**config.mk**
```make
export PLATFORM = sky130hd
export DESIGN_NAME = ultrasonic_ranger_controller
export DESIGN_NICKNAME = d
export VERILOG_FILES = /design/src/design/rng_pkg.sv /design/src/design/rng_div.sv /design/src/design/ultrasonic_ranger_controller.sv
export SDC_FILE = /design/constraint.sdc
export NUM_CORES = 1
export LEC_CHECK = 0
export BUFFER_PORTS_ARGS = -buffer_cell sky130_fd_sc_hd__buf_2
export CAP_MARGIN = 20
export CORE_MARGIN = 2
export CORE_UTILIZATION = 56
export DETAILED_ROUTE_END_ITERATION = 10
export PLACE_DENSITY = 0.77
export SYNTH_ARGS = -nofsm -noshare
export SYNTH_HDL_FRONTEND = slang
export SYNTH_SLANG_ARGS = --single-unit
```
**constraint.sdc**
```tcl
create_clock -name clk -period 2.64 [get_ports clk]
set_input_delay 0.396 -clock clk [delete_from_list [all_inputs] [get_ports clk]]
set_output_delay 0.396 -clock clk [all_outputs]
set_load 0.01 [all_outputs]
```
**src/design/rng_pkg.sv**
```systemverilog
`timescale 1ns / 1ps

package rng_pkg;

    localparam int COUNT_BITS_DEF = 32;

    localparam int HOLDOFF_W = 20;
    localparam int PULSE_W   = 10;
    localparam int TIMEOUT_W = 10;
    localparam int DIVISOR_W = 8;
    localparam int CM_W      = 10;
    localparam int DIST_W    = 11;

    localparam int CFG_INDEX_W = 3;
    localparam int CFG_DATA_W  = 20;
    localparam int IN_TDATA_W  = 8;
    localparam int OUT_TDATA_W = 16;

    localparam logic [HOLDOFF_W-1:0] HOLDOFF_RST = 20'd50000;
    localparam logic [PULSE_W-1:0]   PULSE_RST   = 10'd10;
    localparam logic [TIMEOUT_W-1:0] TIMEOUT_RST = 10'd100;
    localparam logic [DIVISOR_W-1:0] DIVISOR_RST = 8'd58;
    localparam logic [CM_W-1:0]      MIN_CM_RST  = 10'd2;
    localparam logic [CM_W-1:0]      MAX_CM_RST  = 10'd400;

    localparam logic [DIST_W-1:0] DIST_SAT = 11'd1024;

    localparam logic [CFG_INDEX_W-1:0] CFG_HOLDOFF = 3'd0;
    localparam logic [CFG_INDEX_W-1:0] CFG_PULSE   = 3'd1;
    localparam logic [CFG_INDEX_W-1:0] CFG_TIMEOUT = 3'd2;
    localparam logic [CFG_INDEX_W-1:0] CFG_DIVISOR = 3'd3;
    localparam logic [CFG_INDEX_W-1:0] CFG_MIN_CM  = 3'd4;
    localparam logic [CFG_INDEX_W-1:0] CFG_MAX_CM  = 3'd5;

    typedef enum logic [1:0] {
        PH_WAIT  = 2'd0,
        PH_PULSE = 2'd1,
        PH_ECHO  = 2'd2
    } phase_t;

    typedef enum logic {
        SEQ_ACCEPT = 1'b0,
        SEQ_DIVIDE = 1'b1
    } seq_state_t;

    typedef struct packed {
        logic busy;
        logic done;
    } div_stat_t;

endpackage

```
**src/design/rng_div.sv**
```systemverilog
`timescale 1ns / 1ps

module rng_div #(
    parameter int COUNT_BITS = rng_pkg::COUNT_BITS_DEF
) (
    input  logic                               clk,
    input  logic                               rst_n,
    input  logic                               start,
    input  logic [COUNT_BITS-1:0]              dividend,
    input  logic [rng_pkg::DIVISOR_W-1:0]      divisor,
    output rng_pkg::div_stat_t                 stat,
    output logic [rng_pkg::DIST_W-1:0]         quotient
);

    localparam int CNT_W = $clog2(COUNT_BITS);

    logic                            busy_reg, busy_next;
    logic                            done_reg, done_next;
    logic [CNT_W-1:0]                cnt_reg, cnt_next;
    logic [COUNT_BITS-1:0]           dvd_reg, dvd_next;
    logic [rng_pkg::DIVISOR_W-1:0]   rem_reg, rem_next;
    logic [rng_pkg::DIST_W-1:0]      quo_reg, quo_next;
    logic                            ovf_reg, ovf_next;

    logic [rng_pkg::DIVISOR_W:0]     trial;
    logic [rng_pkg::DIVISOR_W:0]     diff;
    logic                            take;

    assign trial = {rem_reg, dvd_reg[COUNT_BITS-1]};
    assign take  = trial >= {1'b0, divisor};
    assign diff  = trial - {1'b0, divisor};

    always_comb
    begin
        busy_next = busy_reg;
        done_next = 1'b0;
        cnt_next  = cnt_reg;
        dvd_next  = dvd_reg;
        rem_next  = rem_reg;
        quo_next  = quo_reg;
        ovf_next  = ovf_reg;
        if (start)
        begin
            busy_next = 1'b1;
            cnt_next  = CNT_W'(COUNT_BITS - 1);
            dvd_next  = dividend;
            rem_next  = '0;
            quo_next  = '0;
            ovf_next  = 1'b0;
        end
        else if (busy_reg)
        begin
            dvd_next = {dvd_reg[COUNT_BITS-2:0], 1'b0};
            rem_next = take ? diff[rng_pkg::DIVISOR_W-1:0] : trial[rng_pkg::DIVISOR_W-1:0];
            quo_next = {quo_reg[rng_pkg::DIST_W-2:0], take};
            ovf_next = ovf_reg | quo_reg[rng_pkg::DIST_W-1];
            cnt_next = cnt_reg - 1'b1;
            if (cnt_reg == '0)
            begin
                busy_next = 1'b0;
                done_next = 1'b1;
            end
        end
    end

    always_ff @(posedge clk or negedge rst_n)
    begin
        if (!rst_n)
        begin
            busy_reg <= 1'b0;
            done_reg <= 1'b0;
            cnt_reg  <= '0;
        end
        else
        begin
            busy_reg <= busy_next;
            done_reg <= done_next;
            cnt_reg  <= cnt_next;
        end
    end

    always_ff @(posedge clk)
    begin
        dvd_reg <= dvd_next;
        rem_reg <= rem_next;
        quo_reg <= quo_next;
        ovf_reg <= ovf_next;
    end

    assign stat.busy = busy_reg;
    assign stat.done = done_reg;
    assign quotient  = (ovf_reg || (quo_reg > rng_pkg::DIST_SAT)) ? rng_pkg::DIST_SAT : quo_reg;

`ifndef NO_ASSERTIONS
    a_start_idle: assert property (@(posedge clk) disable iff (!rst_n)
        start |-> !busy_reg)
        else $error("divider started while busy");

    a_done_after_busy: assert property (@(posedge clk) disable iff (!rst_n)
        done_reg |-> $past(busy_reg))
        else $error("divider done without a running division");

    a_run_length: assert property (@(posedge clk) disable iff (!rst_n)
        (busy_reg && cnt_reg != '0) |=> busy_reg)
        else $error("divider stopped early");
`endif

endmodule

```
**src/design/ultrasonic_ranger_controller.sv**
```systemverilog
`timescale 1ns / 1ps
// A plain result is registered in the cycle after its input transaction; an item ending
// a measurement waits for the bit-serial divider, then loads the output register.
// Throughput: one item per cycle while the output is taken; none during a divide.
// Reset: rst_n asynchronous, active low; clears phase, counters, and the output valid,
// and loads the register defaults.

module ultrasonic_ranger_controller #(
    parameter int COUNT_BITS = rng_pkg::COUNT_BITS_DEF
) (
    input  logic                                 clk,
    input  logic                                 rst_n,
    input  logic                                 s_axis_tvalid,
    output logic                                 s_axis_tready,
    // [0] echo_level, [1] ms_tick
    input  logic [rng_pkg::IN_TDATA_W-1:0]       s_axis_tdata,
    output logic                                 m_axis_tvalid,
    input  logic                                 m_axis_tready,
    // [0] trigger_level, [10:1] distance_cm, [11] measured, [12] timed_out
    output logic [rng_pkg::OUT_TDATA_W-1:0]      m_axis_tdata,
    input  logic                                 cfg_valid,
    output logic                                 cfg_ready,
    input  logic [rng_pkg::CFG_INDEX_W-1:0]      cfg_index,
    input  logic [rng_pkg::CFG_DATA_W-1:0]       cfg_data
);

    logic [rng_pkg::HOLDOFF_W-1:0] holdoff_reg;
    logic [rng_pkg::PULSE_W-1:0]   pulse_reg;
    logic [rng_pkg::TIMEOUT_W-1:0] timeout_reg;
    logic [rng_pkg::DIVISOR_W-1:0] divisor_reg;
    logic [rng_pkg::CM_W-1:0]      min_cm_reg;
    logic [rng_pkg::CM_W-1:0]      max_cm_reg;

    rng_pkg::seq_state_t           state_reg, state_next;
    rng_pkg::phase_t               phase_reg, phase_next;
    logic [COUNT_BITS-1:0]         elapsed_reg, elapsed_next;
    logic [rng_pkg::TIMEOUT_W-1:0] tl_reg, tl_next;
    logic                          echo_prev_reg, echo_prev_next;
    logic [rng_pkg::DIST_W-1:0]    last_dist_reg, last_dist_next;
    logic                          m_valid_reg, m_valid_next;
    logic [rng_pkg::OUT_TDATA_W-1:0] m_data_reg, m_data_next;

    logic                          in_accept;
    logic                          echo;
    logic                          tick;
    logic                          rise;
    logic                          fall;
    logic [COUNT_BITS-1:0]         elapsed_inc;
    logic [rng_pkg::TIMEOUT_W-1:0] tl_dec;
    logic                          trig;
    logic                          tout;
    logic                          fall_hit;
    logic [rng_pkg::DIST_W-1:0]    win_src;
    logic [rng_pkg::CM_W-1:0]      dist_cm;

    rng_pkg::div_stat_t            div_stat;
    logic [rng_pkg::DIST_W-1:0]    div_quo;

    assign cfg_ready = 1'b1;
    assign in_accept = s_axis_tvalid && s_axis_tready;
    assign echo      = s_axis_tdata[0];
    assign tick      = s_axis_tdata[1];
    assign rise      = !echo_prev_reg && echo;
    assign fall      = echo_prev_reg && !echo;
    assign elapsed_inc = (elapsed_reg == '1) ? elapsed_reg : elapsed_reg + 1'b1;
    assign tl_dec    = (tick && tl_reg != '0) ? tl_reg - 1'b1 : tl_reg;

    // step the ranging phase on each input transaction
    always_comb
    begin
        phase_next     = phase_reg;
        elapsed_next   = elapsed_reg;
        tl_next        = tl_reg;
        echo_prev_next = echo_prev_reg;
        trig           = 1'b0;
        tout           = 1'b0;
        fall_hit       = 1'b0;
        if (in_accept)
        begin
            echo_prev_next = echo;
            tl_next        = tl_dec;
            case (phase_reg)
                rng_pkg::PH_PULSE:
                begin
                    if (elapsed_reg >= COUNT_BITS'(pulse_reg))
                    begin
                        phase_next   = rng_pkg::PH_ECHO;
                        elapsed_next = '0;
                        tl_next      = timeout_reg;
                    end
                    else
                    begin
                        trig         = 1'b1;
                        elapsed_next = elapsed_inc;
                    end
                end
                rng_pkg::PH_ECHO:
                begin
                    if (fall)
                    begin
                        fall_hit     = 1'b1;
                        phase_next   = rng_pkg::PH_WAIT;
                        elapsed_next = '0;
                    end
                    else if (tl_dec == '0)
                    begin
                        tout         = 1'b1;
                        phase_next   = rng_pkg::PH_WAIT;
                        elapsed_next = '0;
                    end
                    else if (rise)
                    begin
                        elapsed_next = COUNT_BITS'(1);
                    end
                    else
                    begin
                        elapsed_next = elapsed_inc;
                    end
                end
                default:
                begin
                    phase_next = rng_pkg::PH_WAIT;
                    if (elapsed_reg >= COUNT_BITS'(holdoff_reg))
                    begin
                        phase_next   = rng_pkg::PH_PULSE;
                        elapsed_next = '0;
                    end
                    else
                    begin
                        elapsed_next = elapsed_inc;
                    end
                end
            endcase
        end
    end

    rng_div #(
        .COUNT_BITS (COUNT_BITS)
    ) u_div (
        .clk      (clk),
        .rst_n    (rst_n),
        .start    (fall_hit),
        .dividend (elapsed_reg),
        .divisor  (divisor_reg),
        .stat     (div_stat),
        .quotient (div_quo)
    );

    assign last_dist_next = div_stat.done ? div_quo : last_dist_reg;
    assign win_src = last_dist_next;
    assign dist_cm = (win_src >= {1'b0, min_cm_reg} && win_src <= {1'b0, max_cm_reg}) ?
                     win_src[rng_pkg::CM_W-1:0] : '0;

    // hold the result until taken; load it on a plain item or when the divide ends
    always_comb
    begin
        m_valid_next = m_valid_reg;
        m_data_next  = m_data_reg;
        if (m_valid_reg && m_axis_tready)
        begin
            m_valid_next = 1'b0;
        end
        if (in_accept && !fall_hit)
        begin
            m_valid_next = 1'b1;
            m_data_next  = {3'b000, tout, 1'b0, dist_cm, trig};
        end
        else if (div_stat.done)
        begin
            m_valid_next = 1'b1;
            m_data_next  = {3'b000, 1'b0, 1'b1, dist_cm, 1'b0};
        end
    end

    always_comb
    begin
        state_next = state_reg;
        case (state_reg)
            rng_pkg::SEQ_ACCEPT:
            begin
                if (fall_hit)
                begin
                    state_next = rng_pkg::SEQ_DIVIDE;
                end
            end
            rng_pkg::SEQ_DIVIDE:
            begin
                if (div_stat.done)
                begin
                    state_next = rng_pkg::SEQ_ACCEPT;
                end
            end
            default:
            begin
                state_next = rng_pkg::SEQ_ACCEPT;
            end
        endcase
    end

    always_comb
    begin
        case (state_reg)
            rng_pkg::SEQ_ACCEPT:
            begin
                s_axis_tready = !m_valid_reg || m_axis_tready;
            end
            default:
            begin
                s_axis_tready = 1'b0;
            end
        endcase
    end

    always_ff @(posedge clk or negedge rst_n)
    begin
        if (!rst_n)
        begin
            holdoff_reg <= rng_pkg::HOLDOFF_RST;
            pulse_reg   <= rng_pkg::PULSE_RST;
            timeout_reg <= rng_pkg::TIMEOUT_RST;
            divisor_reg <= rng_pkg::DIVISOR_RST;
            min_cm_reg  <= rng_pkg::MIN_CM_RST;
            max_cm_reg  <= rng_pkg::MAX_CM_RST;
        end
        else if (cfg_valid && cfg_ready)
        begin
            case (cfg_index)
                rng_pkg::CFG_HOLDOFF: holdoff_reg <= cfg_data[rng_pkg::HOLDOFF_W-1:0];
                rng_pkg::CFG_PULSE:   pulse_reg   <= cfg_data[rng_pkg::PULSE_W-1:0];
                rng_pkg::CFG_TIMEOUT: timeout_reg <= cfg_data[rng_pkg::TIMEOUT_W-1:0];
                rng_pkg::CFG_DIVISOR: divisor_reg <= cfg_data[rng_pkg::DIVISOR_W-1:0];
                rng_pkg::CFG_MIN_CM:  min_cm_reg  <= cfg_data[rng_pkg::CM_W-1:0];
                rng_pkg::CFG_MAX_CM:  max_cm_reg  <= cfg_data[rng_pkg::CM_W-1:0];
                default:
                begin
                end
            endcase
        end
    end

    always_ff @(posedge clk or negedge rst_n)
    begin
        if (!rst_n)
        begin
            state_reg     <= rng_pkg::SEQ_ACCEPT;
            phase_reg     <= rng_pkg::PH_WAIT;
            elapsed_reg   <= '0;
            tl_reg        <= '0;
            echo_prev_reg <= 1'b0;
            last_dist_reg <= '0;
            m_valid_reg   <= 1'b0;
        end
        else
        begin
            state_reg     <= state_next;
            phase_reg     <= phase_next;
            elapsed_reg   <= elapsed_next;
            tl_reg        <= tl_next;
            echo_prev_reg <= echo_prev_next;
            last_dist_reg <= last_dist_next;
            m_valid_reg   <= m_valid_next;
        end
    end

    always_ff @(posedge clk)
    begin
        m_data_reg <= m_data_next;
    end

    assign m_axis_tvalid = m_valid_reg;
    assign m_axis_tdata  = m_data_reg;

`ifndef NO_ASSERTIONS
    a_no_accept_in_divide: assert property (@(posedge clk) disable iff (!rst_n)
        (state_reg == rng_pkg::SEQ_DIVIDE) |-> !s_axis_tready)
        else $error("input taken during divide");

    a_done_in_divide: assert property (@(posedge clk) disable iff (!rst_n)
        div_stat.done |-> (state_reg == rng_pkg::SEQ_DIVIDE))
        else $error("divide finished outside divide state");

    a_dist_saturated: assert property (@(posedge clk) disable iff (!rst_n)
        last_dist_reg <= rng_pkg::DIST_SAT)
        else $error("stored distance above saturation");

    a_flags_exclusive: assert property (@(posedge clk) disable iff (!rst_n)
        m_valid_reg |-> !(m_data_reg[11] && m_data_reg[12]))
        else $error("measured and timed_out both set");
`endif

endmodule
```
# --- Word-level counts from Yosys, hierarchy flattened ---
# Index checks and enable logic that the tools add are counted.
op_classes:
  n_addsub: 4
  order_cmp: 6
  eq_ne: 10
  n_mux: 48
  bitwise_logic: 2
  reduce_logical: 27
op_table:
  columns: ["cell", "n"]
  rows:
  - ["32-bit two-way mux", 8]
  - ["32-bit one-hot mux with 2 select lines", 1]
  - ["10-bit two-way mux", 4]
  - ["32-bit by 1-bit adder with 32-bit output, second input constant", 1]
  - ["32-bit equality test, second input constant", 1]
  - ["32-bit by 10-bit greater-or-equal comparator with 1-bit output", 1]
  - ["32-bit by 20-bit greater-or-equal comparator with 1-bit output", 1]
  - ["13-bit two-way mux", 2]
  - ["1-bit two-way mux", 23]
  - ["11-bit two-way mux", 2]
  - ["2-bit AND reduction", 6]
  - ["11-bit by 10-bit greater-or-equal comparator with 1-bit output", 1]
  - ["11-bit greater-than comparator, second input constant", 1]
  - ["11-bit by 10-bit less-or-equal comparator with 1-bit output", 1]
  - ["10-bit logical NOT", 1]
  - ["5-bit two-way mux", 2]
  - ["10-bit nonzero test", 1]
  - ["10-bit by 1-bit subtractor with 10-bit output, second input constant", 1]
  - ["9-bit by 8-bit greater-or-equal comparator with 1-bit output", 1]
  - ["8-bit two-way mux", 1]
  - ["8-bit subtractor", 1]
  - ["1-bit logical AND", 7]
  - ["3-bit by 2-bit equality test with 1-bit output, second input constant", 2]
  - ["3-bit equality test, second input constant", 2]
  - ["other kinds (18)", 25]
totals:
  register_bits: 198
  inputBits: 36
  output_inout_bits: 19

# --- Logic depth before layout (Yosys ltp) ---
# Gate-level depths: netlist of run 1.
depth:
  word_depth: 9
  depth_mapped: 13
  depth_no_buf: 13

# --- Hierarchy ---
# From an unflattened synthesis of run 1, not the netlist that was laid out.
unflattened:
  cells_unflattened: 1026
  area_unflattened_um2: 10650.2
modules_own_cells:
  columns: ["module", "instances", "cells_each", "area_per_inst_um2"]
  rows:
  - ["ultrasonic_ranger_controller", 1, 772, 7687.4]
  - ["rng_div", 1, 254, 2962.8]

# --- Worst setup path before layout of run 1 ---
# No wires, ideal clock.
synth_path:
  path_kind: "reg-to-reg"
  startpoint: "register u_div.quo_reg[8] in the netlist's numbering"
  endpoint: "register m_data_reg, in the netlist m_axis_tdata[10], data pin"
  setup_time_ns: 0.146
  arrival_ns: 2.727
  required_time_ns: 2.494
  slack_ns: -0.233
  stages_incl_launch_ff: 12
  path_buffers: 0
  period_less_slack_ns: 2.873
  path_cell_list: "dfxtp_1 -> nor4_1 -> a31oi_1 -> nor2b_1 -> nand2_1 -> o21ai_0 -> ha_1 -> a21o_1 -> a211o_1 -> a2111oi_0 -> o211ai_1 -> nor2b_1"
synth_via:
  elab_chain_cells: 9
  elab_cells_between_ends: 10
  cone_classes: "3 x order compare; 5 x mux; 2 x reduce/logical"
synth_rtl:
  columns: ["element", "line_no", "rtl"]
  rows:
  - ["from (decl)", "rng_div.sv:22", "logic [rng_pkg::DIST_W-1:0] quo_reg, quo_next;"]
  - ["from (signal assigned)", "rng_div.sv:86", "quo_reg <= quo_next;"]
  - ["11-bit greater-than comparator (*)", "rng_div.sv:92", "assign quotient = (ovf_reg || (quo_reg > rng_pkg::DIST_SAT)) ? rng_pkg::DIST_SAT : quo_reg;"]
  - ["1-bit logical OR (*)", "rng_div.sv:92", null]
  - ["11-bit two-way mux (*)", "rng_div.sv:92", null]
  - ["11-bit two-way mux (*)", "ultrasonic_ranger_controller.sv:149", "assign last_dist_next = div_stat.done ? div_quo : last_dist_reg;"]
  - ["named net last_dist_next (one bit)", "ultrasonic_ranger_controller.sv:39", "logic [rng_pkg::DIST_W-1:0] last_dist_reg, last_dist_next;"]
  - ["11-bit by 10-bit greater-or-equal comparator with 1-bit output or 11-bit by 10-bit less-or-equal comparator with 1-bit output (tied branches)", "ultrasonic_ranger_controller.sv:151", "assign dist_cm = (win_src >= {1'b0, min_cm_reg} && win_src <= {1'b0, max_cm_reg}) ?"]
  - ["1-bit logical AND (*)", "ultrasonic_ranger_controller.sv:151", null]
  - ["10-bit two-way mux (*)", "ultrasonic_ranger_controller.sv:151", null]
  - ["13-bit two-way mux", "ultrasonic_ranger_controller.sv:168", "else if (div_stat.done)"]
  - ["13-bit two-way mux (*)", "ultrasonic_ranger_controller.sv:163", "if (in_accept && !fall_hit)"]
  - ["named net m_data_next (one bit)", "ultrasonic_ranger_controller.sv:41", "logic [rng_pkg::OUT_TDATA_W-1:0] m_data_reg, m_data_next;"]
  - ["to (signal assigned)", "ultrasonic_ranger_controller.sv:267", "m_data_reg <= m_data_next;"]
  - ["to (decl)", "ultrasonic_ranger_controller.sv:41", null]
# The timed path passes the listed nets; every way through them passes the cells marked *. The select of a mux whose other input is x is not followed.
# A chain may end at the register's enable or synchronous reset.

# --- Worst setup path after layout of run 1 ---
layout_path:
  startpoint: "register u_div.quo_reg[0] in the netlist's numbering"
  endpoint: "register m_data_reg, in the netlist m_axis_tdata[5], data pin"
# The elaborated chain is that of the path after synthesis.

==> results_dict.tcl, run 1 <==
set metrics [dict create \
    peakVddDrop_uv 589 \
    crit_path_frequent_cell "a31oi_1" \
    fin_skew_ns 0.0131 \
    synth-async-reset-ratio_pct 67.2 \
    clk_pin_slew_worst_paths_ns 0.07 \
    start_util_pct 57.0 \
    grt_pass1_vias 8862 \
    max-cap-violations 0 \
    power_density_mw_per_mm2 874 \
    std_cell_rows 50 \
    clock-sinks 198 \
    synthMuxAreaShare_pct 5.16 \
    cp-end-kind "flip-flop" \
    cp_num_buf_inv 2 \
    diodes 0 \
    power_mw 11.4 \
    slowest_delay_ns 0.34 \
    report.final.setup_viol 22 \
    wl_mm 26.5 \
    place_area_mm2 0.0119 \
    cp_slowest_cell "dfxtp_2" \
    synthFlopType "dfrtp_1" \
    drt_iter0_drc 703 \
    power_switching_share_pct 35.9 \
    htree_levels 4 \
    yosys.area.top_type_share_pct 26.7 \
    route.vias.total 9143 \
    power.internal_mw 7.28 \
    fin_crit_ns 2.82 \
    combPwrFrac_pct 37.6 \
    min_path_type "in2reg" \
    clk_latency_ns 0.44 \
    slew_headroom_pct 53.5 \
    synth-seq-cells 198 \
    synth_top_family_by_area "simple AND/OR/NAND/NOR gates" \
    drcViolationCount 0 \
    dpl.hpwl_mm 18.1 \
    yosysUniqueCellTypes 66 \
    clockPowerShare_pct 22.3 \
    p_seq_share_pct 40.1 \
    fmax_ghz 0.355 \
    via_per_inst 5.95 \
    postRouteAntennaNets 0 \
    finalNetCount 1390 \
    port_buffers 44 \
    grt_pass1_wl_mm 43.0 \
    core-area_mm2 0.0187 \
    synthTopCellsByArea "dfrtp_1 (27%), edfxtp_1 (12%), ha_1 (7.5%), nand2_1 (7.1%), o21ai_0 (4.8%)" \
    synth_edf_count 44 \
    grt_max_degree 59 \
    hold_viol 0 \
    clk_path_buf_depth 2 \
    die_h_um 142 \
    drive_gt1_share_pct 25.7 \
    p_leak_nw 5.78 \
    crit_family "compound AO/OA/AOI/OAI gates" \
    post_drt_wl_per_cell_um 17.3 \
    yosysSeqAreaShare_pct 47.8 \
    fin_crit_sh_pct 107 \
    gp_congestion 0.905 \
    cp_cell_sequence "nor4_4, a31oi_1, nor2b_2, buf_6, nand2_2, o21ai_2, ha_1, a21o_1, a211o_1, a31oi_1, a41oi_1, o21ai_1, o211ai_1, buf_4, nor2b_1" \
    critical_path_required_ns 2.93 \
    yosys.area_share.adder_pct 7.70 \
    antenna_found_initial 0 \
    ios 55 \
    grt_overflow 0 \
    yosys-top-cells-count "nand2_1 (201), dfrtp_1 (114), o21ai_0 (103), inv_1 (89), nor2_1 (69)" \
    cp-start-kind "flip-flop" \
    numCtsBuffers 17 \
    synth_top_area_cell "dfrtp_1" \
    synth_cells 1148 \
    crit_fanout 7 \
    drtPass1Iterations 5 \
    yosys.area_share.simple_pct 19.3 \
    cts-root-buf "clkbuf_16" \
    setup_ws_ns -0.180 \
    critPathArrivalTime_ns 3.11 \
    dieArea_mm2 0.0202 \
    synth_xor_area_share_pct 1.40 \
    syn_to_final_growth_pct 21.8 \
    synth.cell_area_mm2 0.0107 \
    tightest_slew_ns 0.689 \
    synth_compound_area_share_pct 13.5 \
    grt_usage_pct 26.6 \
    cts_tree "built" \
    crit_type "reg2reg" \
    fillers 1358 \
    rsz0062_at_grt "yes" \
    synth_warnings 0 \
    status "finished with violations" \
    yosysMostFrequentCell "nand2_1" \
    p_sw_mw 4.08 \
    drv_slew 0 \
    violations "negative setup slack" \
    fin_area_mm2 0.0130 \
    avgSynthCellArea_um2 9.29 \
    chipWidth_um 142 \
]
worst paths after layout:
path                                    endpoint  cells after the start             start  slack [ns]
min in group asynchronous       last_dist_reg[5]                      2             rst_n        0.47
worst min-delay path             holdoff_reg[12]                      3      cfg_data[12]        0.16
worst max-delay path             m_axis_tdata[5]                     15  u_div.quo_reg[0]       -0.18
max in group asynchronous         divisor_reg[1]                      3             rst_n        1.36
worst min register to register  m_axis_tdata[11]                      2  m_axis_tdata[11]        0.48
worst max register to register   m_axis_tdata[5]                     15  u_div.quo_reg[0]       -0.18
layout by cell type, fill, tap and decap left out, drive strengths merged, types with 9 or more instances in the layout:
cell      n
nand2   201
buf     173
dfrtp   114
o21ai   104
inv      97
nor2     69
ha       64
edfxtp   44
a21oi    43
mux2     32
nor3     31
nand3    28
o211ai   23
dfxtp    21
nor2b    20
mux2i    19
dfstp    19
clkbuf   19
nor4     19
nand4    16
nand2b   10
xnor2     9
or3       9
a211oi    9
layout make-up:
class	count	area [µm²]	area share, %
clock buffers	19	454	3.50
inverters	89	334	2.57
well taps	234	293	2.25
flip-flops and latches	198	5100	39.2
multi-input cells	809	5440	41.9
clock inverters	13	109	0.838
repair buffers	174	1260	9.74
tightest hold or removal path, stage by stage:
cell and delay [ns]:
buf_2 0.08, nand2_1 0.03, o21ai_0 0.05
power by group through the flow:
stage               logic [mW]  registers (mW)  clock network, mW
floorplan                 2.44            4.51                  0
global placement          3.61            4.54                  0
detailed placement        3.76            4.57                  0
CTS                       3.91            4.53               2.56
global route              4.75            4.64               2.68
finish                    4.27            4.56               2.53
per-stage QoR:
| step | utilization [%] | instances | worst slack, ns | TNS [ns] | hold WS (ns) |
|---|---|---|---|---|---|
| after floorplan | - | 1150 | 0.000209 | 0 | 0.100 |
| after global placement | 63.5 | 1486 | -0.146 | -1.44 | 0.370 |
| after detailed placement | 63.5 | 1486 | -0.254 | -2.45 | 0.359 |
| after CTS | 67.3 | 1527 | -0.170 | -1.43 | 0.151 |
| after global routing | 69.5 | 1536 | -0.376 | -5.75 | 0.163 |
| final | 69.5 | 1536 | -0.180 | -2.12 | 0.158 |
logic make-up after synthesis:
| group | count (synthesis) |
|---|---|
| compound gates | 234 |
| xor+xnor | 17 |
| mux | 51 |
| simple gates | 438 |
| buf+inv | 143 |
| flops | 198 |
| other cells | 2 |
| fa+ha+maj | 65 |
timing repair:
action	4_1_cts	5_1_grt
hold endpoints to repair	39	0
setup buffers	7	8
gates resized for setup	25	75
endpoints found under the setup margin	30	60
gates cloned	1	1
hold buffers	1	0
pin swaps	7	21
routing by layer:
metal	up-vias	share of wire, %	track usage (%)
li1	4308	-	-
met1	4437	43	35.3
met2	324	49	44.8
met3	74	5.1	4.44
met4	0	3.0	8.84
met5	-	0	0
(Power assumes the default switching activity.)
==> run 2, diff against run 1 <==
--- a/config.mk
+++ b/config.mk
@@ -7,10 +7,13 @@
 export LEC_CHECK = 0
 export BUFFER_PORTS_ARGS = -buffer_cell sky130_fd_sc_hd__buf_2
 export CAP_MARGIN = 20
+export CORE_ASPECT_RATIO = 0.75
 export CORE_MARGIN = 2
 export CORE_UTILIZATION = 56
 export DETAILED_ROUTE_END_ITERATION = 10
+export GPL_TIMING_DRIVEN = 0
 export PLACE_DENSITY = 0.77
+export RECOVER_POWER = 50
 export SYNTH_ARGS = -nofsm -noshare
 export SYNTH_HDL_FRONTEND = slang
 export SYNTH_SLANG_ARGS = --single-unit
==> run 2 against run 1 <==
- clock skew rose by 0.0042 ns
- non-clock buffer count is 30 lower
- first-iteration DRC count increased by 51%
- total power increased by 1.2%
- count of clock-buffer cells in the layout increased by 3
- largest power group unchanged
- setup slack got worse by 0.061 ns
- sequential power increased by 4%
- maximum frequency down 2.1%
- critical path depth is 3 lower
- the run still ends with negative setup slack left
- sequential cell count stayed put
==> results_dict.tcl, run 2 (same netlist as run 1, synthesis figures left out) <==
set metrics [dict create \
    clk_path_buf_depth 2 \
    min_path_type "in2reg" \
    die_h_um 124 \
    min_path_cells 3 \
    critical_path_required_ns 2.84 \
    cp_num_buf_inv 2 \
    report.final.setup_viol 32 \
    crit_path_frequent_cell "o211ai_1" \
    cp-end-kind "flip-flop" \
    whs_endpoint "holdoff_reg[12]" \
    final_cell_mix "nand2_1 (195), dfrtp_1 (104), inv_1 (88), o21ai_0 (88), nor2_1 (64)" \
    wl_mm 30.3 \
    fin_skew_ns 0.0173 \
    fillers 1325 \
    reg2reg_slack_ns -0.24 \
    setup_tns_ns -3.35 \
    fin_crit_sh_pct 109 \
    violations "negative setup slack" \
    cp_cell_sequence "nor4_4, a31oi_1, nor2b_2, buf_6, nand2_1, o21ai_2, ha_4, a2111oi_4, o211ai_1, o211ai_1, buf_4, nor2b_1" \
    cp_slowest_cell "a2111oi_4" \
    drcViolationCount 0 \
    critPathArrivalTime_ns 3.08 \
    grt_pass1_wl_mm 45.2 \
    regToRegStartpoint "u_div.quo_reg[0]" \
    port_buffers 42 \
    p_leak_nw 5.64 \
    drive_gt1_share_pct 24.4 \
    ios 55 \
    power.internal_mw 7.23 \
    hold_viol 0 \
    chipWidth_um 163 \
    pre_cts_slack_ns -0.837 \
    gp_congestion 0.944 \
    htree_levels 4 \
    power_density_mw_per_mm2 882 \
    clockPowerShare_pct 22.9 \
    grt_overflow 0 \
    fin_crit_ns 2.88 \
    r2r_end "m_axis_tdata[3]" \
    slew_headroom_pct 33.7 \
    start_util_pct 57.5 \
    crit_fanout 7 \
    numCtsBuffers 17 \
    setup_ws_ns -0.241 \
    antenna_found_initial 0 \
    drv_slew 0 \
    combPwrFrac_pct 35.7 \
    power_switching_share_pct 37.1 \
    drtPass1Iterations 7 \
    reg2regPathDepth 12 \
    diodes 0 \
    core-area_mm2 0.0186 \
    finish.utilization_pct 70.2 \
    clk_latency_ns 0.45 \
    finalNetCount 1360 \
    p_sw_mw 4.26 \
    cts-root-buf "clkbuf_16" \
    power_mw 11.5 \
    grt_usage_pct 29.0 \
    p_seq_share_pct 41.3 \
    syn_to_final_growth_pct 22.2 \
    crit_family "compound AO/OA/AOI/OAI gates" \
    cts_tree "built" \
    post_drt_wl_per_cell_um 19.9 \
    crit_type "reg2reg" \
    cp-start-kind "flip-flop" \
    status "finished with violations" \
    worstHoldStart "cfg_data[12]" \
    clock-sinks 198 \
    max-cap-violations 0 \
    clk_pin_slew_worst_paths_ns 0.08 \
    grt_max_degree 69 \
    regArea_mm2 0.00512 \
    dpl.hpwl_mm 19.4 \
    tightest_slew_ns 0.991 \
    dieArea_mm2 0.0202 \
    route.vias.total 9431 \
    postRouteAntennaNets 0 \
    drt_iter0_drc 1063 \
    peakVddDrop_uv 476 \
    via_per_inst 6.21 \
    multi_input_area_mm2 0.00576 \
    grt_pass1_vias 8328 \
    rsz0062_at_grt "yes" \
    std_cell_rows 43 \
    slowest_delay_ns 0.42 \
    fmax_ghz 0.347 \
    mostFrequentLayoutCell "nand2_1" \
]
## run 2: worst reg2reg max path: cells and delay by family, from the launching register on
kind | cells | cell delay [ns]
flip-flops | 1 | 0.37
buffers and inverters | 2 | 0.37
adder cells (fa/ha/maj) | 1 | 0.29
AND/OR/NAND/NOR | 4 | 0.56
AO/OA/AOI/OAI | 5 | 1.07
## run 2: cell type report
| cell class | instances | share of cell area [%] |
|---|---|---|
| Clock inverter | 10 | 0.634 |
| Multi-Input combinational cell | 809 | 44.2 |
| Buffer | 50 | 2.03 |
| Timing Repair Buffer | 94 | 5.07 |
| Inverter | 89 | 2.56 |
| Clock buffer | 22 | 3.89 |
| Tap cell | 247 | 2.37 |
| Sequential cell | 198 | 39.3 |
## run 2: through the flow
step / instance area (µm²) / std cells / hold slack, ns
after detailed placement: 11300 / 1441 / 0.435
final: 13000 / 1519 / 0.149
after global placement: 11200 / 1439 / 0.460
after global routing: 13000 / 1519 / 0.169
after floorplan: 10700 / 1150 / 0.100
after CTS: 12400 / 1491 / 0.145
## run 2: worst max-delay path by stage
stage          cells after the start  slack (ns)              end              from
3_3_place_gp                      10       -0.80  m_axis_tdata[4]    u_div.done_reg
3_5_place_dp                      10       -0.84  m_axis_tdata[5]    u_div.done_reg
4_1_cts                           13       -0.14  m_axis_tdata[5]     u_div.ovf_reg
2_1_floorplan                      8      0.0002     phase_reg[0]         tl_reg[7]
6_report                          12       -0.24  m_axis_tdata[3]  u_div.quo_reg[0]
5_1_grt                           12       -0.42  m_axis_tdata[1]  u_div.quo_reg[0]
## run 2: routing by layer
layer / part of all wire, % / track usage (%) / vias up
met4: 2.1 / 8.46 / 0
met5: 0 / 0 / -
li1: - / - / 4266
met3: 9.7 / 6.24 / 77
met2: 44 / 41.2 / 526
met1: 44 / 44.5 / 4562
## run 2: repair_timing
action	CTS	global route
gates cloned	1	3
gates resized for setup	92	109
setup endpoints to repair	92	92
hold endpoints to repair	44	0
hold buffers	1	0
setup buffers	18	27
pin swaps	13	41
## run 2: power by group through the flow
stage               logic, mW  registers, mW  clock network [mW]
floorplan                2.44           4.51                   0
global placement         3.10           4.65                   0
detailed placement       3.23           4.67                   0
CTS                      3.50           4.66                2.62
global route             4.50           4.82                2.76
finish                   4.11           4.75                2.64
